[src/rtl/allpass_fourth_order_filter_assert.svh]
// Assertion macros for the allpass filter; define NO_ASSERTIONS to drop them.
`ifndef ALLPASS_FOURTH_ORDER_FILTER_ASSERT_SVH
`define ALLPASS_FOURTH_ORDER_FILTER_ASSERT_SVH

`ifndef NO_ASSERTIONS

// Check a condition at every clock edge out of reset.
`define APF4_CHECK(lbl, expr) \
    lbl: assert property (@(posedge i_clk) disable iff (!i_rst_n) (expr)) \
        else $error("apf4 check failed");

// Check a condition in the cycle after a trigger.
`define APF4_CHECK_NEXT(lbl, ante, cons) \
    lbl: assert property (@(posedge i_clk) disable iff (!i_rst_n) (ante) |=> (cons)) \
        else $error("apf4 sequence check failed");

`else

`define APF4_CHECK(lbl, expr)
`define APF4_CHECK_NEXT(lbl, ante, cons)

`endif

`endif

[src/rtl/apf4_ram.sv]
module apf4_ram #(
    parameter int WIDTH = 192,
    parameter int DEPTH = 16
) (
    input  logic                                   i_clk,
    input  logic                                   i_we,
    input  logic [(DEPTH > 1 ? $clog2(DEPTH) : 1)-1:0] i_waddr,
    input  logic [WIDTH-1:0]                       i_wdata,
    input  logic                                   i_re,
    input  logic [(DEPTH > 1 ? $clog2(DEPTH) : 1)-1:0] i_raddr,
    output logic [WIDTH-1:0]                       o_rdata
);

    logic [WIDTH-1:0] r_mem [DEPTH];
    logic [WIDTH-1:0] r_rdata;

    always_ff @(posedge i_clk) begin
        if (i_we) begin
            r_mem[i_waddr] <= i_wdata;
        end
        if (i_re) begin
            r_rdata <= r_mem[i_raddr];
        end
    end

    assign o_rdata = r_rdata;

endmodule

[config.mk]
export PLATFORM = sky130hd
export DESIGN_NAME = apf4_ram
export DESIGN_NICKNAME = d
export VERILOG_FILES = /design/src/rtl/allpass_fourth_order_filter_assert.svh /design/src/rtl/apf4_ram.sv
export SDC_FILE = /design/constraint.sdc
export NUM_CORES = 2
export LEC_CHECK = 0
export ABC_CLOCK_PERIOD_IN_PS = 17400
export BUFFER_PORTS_ARGS = -buffer_cell sky130_fd_sc_hd__buf_2
export CAP_MARGIN = 10
export CORE_MARGIN = 10
export CORE_UTILIZATION = 35
export CTS_CLUSTER_DIAMETER = 150
export DETAILED_ROUTE_END_ITERATION = 12
export HOLD_SLACK_MARGIN = 0.02
export PLACE_DENSITY = 0.61
export SLEW_MARGIN = 20
export SYNTH_ARGS = -nofsm -noshare
export SYNTH_HDL_FRONTEND = slang
export SYNTH_SLANG_ARGS = --single-unit
[constraint.sdc]
create_clock -name i_clk -period 17.4 [get_ports i_clk]
set_input_delay 1.74 -clock i_clk [delete_from_list [all_inputs] [get_ports i_clk]]
set_output_delay 1.74 -clock i_clk [all_outputs]
set_load 0.02 [all_outputs]
Yosys cells after proc, flatten, opt, wreduce, memory -nomap -nowiden. Memories as Yosys holds them, arrays and structs flattened. A register that Yosys moved wholly into a read port is not among the register bits. Cells that the tools add are included.

Bits in registers: 0. Bits in latches: 0. RAM bits: 3072. Memory bits (read-only): 0. Input port bits: 203. Output and inout port bits: 192. Logic and storage cells: 3. Memories: 1.

Add/subtract/negate cells: 0. $mul: 0. Div/mod/pow operators: 0. Magnitude comparators: 0. Eq/ne operators: 0. Shift-type cells: 0. Mux-type cells: 2. Bitwise gates (word level): 0. Reductions and logical operators: 0.

Memory list: r_mem (depth 16, width 192, read ports 1, clocked after memory_dff 1, write ports 1, line apf4_ram.sv:14) `logic [WIDTH-1:0] r_mem [DEPTH];`.

Operators by type and width (number): $mux 1 (2).

Logic depth before layout (Yosys ltp).
Word-level depth: 2. Depth in mapped cells: 9. Gate-level depth less buffers: 4.

Least setup slack after synthesis. No wires, ideal clock.

Path type: in2reg. From: in i_waddr[2] (netlist bit). To: mem r_mem[0][0], enable pin. Setup time: 0.982 ns. Arrival: 15.183 ns. Required time: 16.418 ns. Slack: 1.235 ns. Stages: 2. Buffers on the path: 0. Path through: or3b_2 nor3_1.

RTL lines: from (decl) (line apf4_ram.sv:7) `input logic [(DEPTH > 1 ? $clog2(DEPTH) : 1)-1:0] i_waddr,`; to (decl) (line apf4_ram.sv:14).

Straight into the memory's write port.

==> flow_summary.rst <==
.. list-table::
   :header-rows: 1

   * - Metric
     - Value
   * - Row cnt
     - 215
   * - Slowest CP cell
     - buf_4
   * - Half-perimeter wire length after detailed placement
     - 162000 um
   * - Share of Yosys cell area claimed by the top area cell type
     - 81.2%
   * - Setup repair after global routing missed its margin
     - false
   * - Critical Path RT
     - 18.04 ns
   * - Vias after detailed routing
     - 55.7k
   * - Syn Nets
     - 5227
   * - Number of sinks handled by clock tree synthesis
     - 3264
   * - Gate Count Post-Synth
     - 5024
   * - Final wirelength
     - 310000 um
   * - Antenna violations before repair
     - 119
   * - Netlist cell types
     - 24
   * - Antenna-violating nets left
     - 0
   * - Worst Slack Setup Final
     - 11.89 ns
   * - Startpoint class of the critical path
     - primary input
   * - TritonCTS clock tree
     - yes
   * - CP Buf/Inv Count
     - 5
   * - Tightest hold margin
     - 0.716 ns
   * - Clock buffers created by TritonCTS
     - 344
   * - Drt initial violations
     - 5297
   * - Maximum clock path buffer count
     - 4
   * - Max-slew violation total from the final report
     - 0
   * - Critical path data arrival time
     - 6.14 ns
   * - Total of flip-flops plus latches after synthesis
     - 3264
   * - Leakage power figure
     - 44.3 nW
   * - Top area cells in the synthesized netlist
     - edfxtp_1 (81%), mux4_2 (13%), a22oi_1 (2.0%), mux2i_1 (1.0%), nand2_1 (0.52%)
   * - Adder-Cell Fraction of Synth Area
     - 0%
   * - Total congestion overflow
     - 0
   * - Slew at the pin with the worst max-slew slack
     - 1.13 ns
   * - Number of placed I/O pins
     - 395
   * - CTS-repair resized insts
     - 0
   * - Largest incremental delay on the critical path
     - 0.78 ns
   * - Synthesized cell area
     - 121000 um2
   * - Source-to-sink clock delay at the later pin of the worst-skew pair
     - 0.90 ns
   * - Setup TNS after final layout
     - 0 ns
   * - Port-buffer cells
     - 394
   * - First-pass GRT wire length
     - 439000 um
   * - Synthesized area per cell
     - 24.0 um2
   * - Chip Height
     - 607 um
   * - Cell seen most often among critical-path stages
     - buf_4
   * - Cell class contributing the biggest share of worst-path delay
     - buffers and inverters
   * - Total DRC errors in the routed layout
     - 0
   * - Iteration count of the initial detailed-routing pass
     - 5
   * - Most frequent cells in the layout
     - edfxtp_1 (3264), mux4_2 (717), buf_2 (389)
   * - Post-layout net count
     - 5829
   * - Total Routing Usage GR
     - 16.2%
   * - Highest achievable clock rate
     - 0.182 GHz
   * - Critical path peak fanout
     - 95
   * - Kind of critical path
     - in2reg
   * - Run status
     - finished clean
   * - Root buffer cell
     - clkbuf_16
   * - Final Cell Area
     - 140000 um2
   * - Number of max-capacitance violations reported
     - 0
   * - H-tree depth
     - 5
   * - Chain of cells forming the critical path
     - buf_12 -> buf_4 -> buf_4 -> buf_12 -> buf_4 -> mux4_2 -> a22oi_1 -> nand2_1
   * - Share of the synthesized area in compound gates (AO/OA/AOI/OAI)
     - 2.65%
   * - Vias in the first global route
     - 58.7k
   * - Post-CTS setup buffers
     - 0
   * - Core outline area
     - 343000 um2
   * - Growth of design area from synthesis to finish
     - 15.8%
   * - Post-synthesis share of cell area spent on and, or, nand and nor gates
     - 0.716%
   * - Vias per Instance
     - 5.31
   * - Final total power
     - 17.0 mW
   * - Initial cell density of the core
     - 35.2%
   * - Sequential share of the synthesized area
     - 81.2%
   * - Fin. Hold Viols
     - 0
   * - Post-place setup slack
     - 10.65 ns
   * - Most area-hungry cell type in the Yosys netlist
     - edfxtp_1
   * - Largest family of logic cells by synthesized area
     - multiplexers
   * - Share of post-route cells with drive strength above 1
     - 29.5%
   * - Final weighted congestion in routability-driven placement
     - 0.721
   * - Pin count of the biggest net entering global routing
     - 153
   * - Post-Route Skew
     - 0.0440 ns
   * - Period utilization
     - 31.6%
   * - Routed WL per cell
     - 29.6 um
   * - Placed Instances
     - 9837
   * - Overall die width
     - 607 um
   * - Yosys synthesis warning count
     - 0
   * - Number of setup violations in the final report
     - 0
   * - Cell area power density
     - 122 nW/um2
   * - Post-place instance area
     - 128000 um2
   * - Largest voltage drop on the vdd net
     - 0.0000924 V
   * - Post-layout util
     - 40.7%
   * - Die Area
     - 369000 um2
   * - Mux contribution to synthesized area
     - 14.4%
   * - Post-CTS clock slew at the launch and capture registers of the worst setup and hold paths
     - 0.06 ns
   * - Worst hold-check path type
     - reg2reg
   * - Share of the synthesized netlist area taken by xor and xnor gates
     - 0%
   * - Number of non-filler instances in the completed layout
     - 10.5k
   * - Worst relative slew slack
     - 24.6%
   * - Post-route minimum period
     - 5.51 ns
   * - Hold-fix buffer count after cts
     - 0
   * - Crit path capture type
     - flip-flop
   * - Most frequent standard cell in the layout excluding fill and tap cells
     - edfxtp_1
registers in the layout (all words and copies together), names as in the netlist:
register,count
r_mem,3072
o_rdata,192
tightest hold or removal path: cells and delay by family (launching register included):
family	cells	cell delay [ns]
AOI/OAI and AO/OA	1	0.06
and+or+nand+nor	1	0.06
DFF	1	0.31
muxes	1	0.22
layout make-up:
cell class              count  area (um2)
multi-input cells        1492       21600
well taps                4557        5700
diodes                     30        75.1
repair buffers            523        3140
clock inverters           207        2340
flip-flops and latches   3264       98000
inverters                   1        3.75
clock buffers             413        8910
fillers                 29900      203000
per-layer routing:
layer / routed length (um) / GRT usage [%] / part of all wire (%) / up-vias
met1: 121000 / 20.4 / 39 / 30300
met4: 9520 / 5.20 / 3.1 / 56
met3: 20300 / 3.35 / 6.5 / 584
met5: 356 / 0 / 0.11 / -
met2: 159000 / 28.1 / 51 / 1865
li1: - / - / - / 22900
synthesized netlist by cell type:
master,number
nand2_1,167
edfxtp_1,3264
and2_1,2
o2111ai_1,1
buf_1,30
buf_4,38
a211oi_1,27
buf_2,88
clkbuf_1,107
or3b_2,1
mux2i_1,121
o22ai_1,27
nand2b_1,3
nor2b_1,13
clkinv_1,1
a22oi_1,329
nor3_1,4
buf_6,4
mux4_2,717
a21oi_1,35
nand3b_1,3
nor2_1,17
o211ai_1,23
nand3_1,2
worst paths after layout:
| check | endpoint | cells past startpoint | startpoint | slack, ns |
|---|---|---|---|---|
| worst max register to register | o_rdata[45] | 4 | r_mem[5][45] | 15.72 |
| worst min-delay path | o_rdata[96] | 3 | r_mem[6][96] | 0.72 |
| worst min register to register | o_rdata[96] | 3 | r_mem[6][96] | 0.72 |
| worst max-delay path | o_rdata[61] | 8 | i_raddr[0] | 11.89 |
logic make-up (layout without fill, tap and decap cells):
group	count (synthesis)	after routing
flip-flops	3264	3264
multiplexers	838	838
AO/OA/AOI/OAI	442	442
buffers and inverters	268	1144
AND/OR/NAND/NOR	212	212
other	0	30
where the power goes:
| group | switching, mW | internal (mW) | leakage, nW |
|---|---|---|---|
| registers | 0.0638 | 8.86 | 29.7 |
| logic | 0.514 | 0.292 | 9.15 |
| clock network | 3.07 | 4.22 | 5.46 |
(Power assumes the default switching activity.)
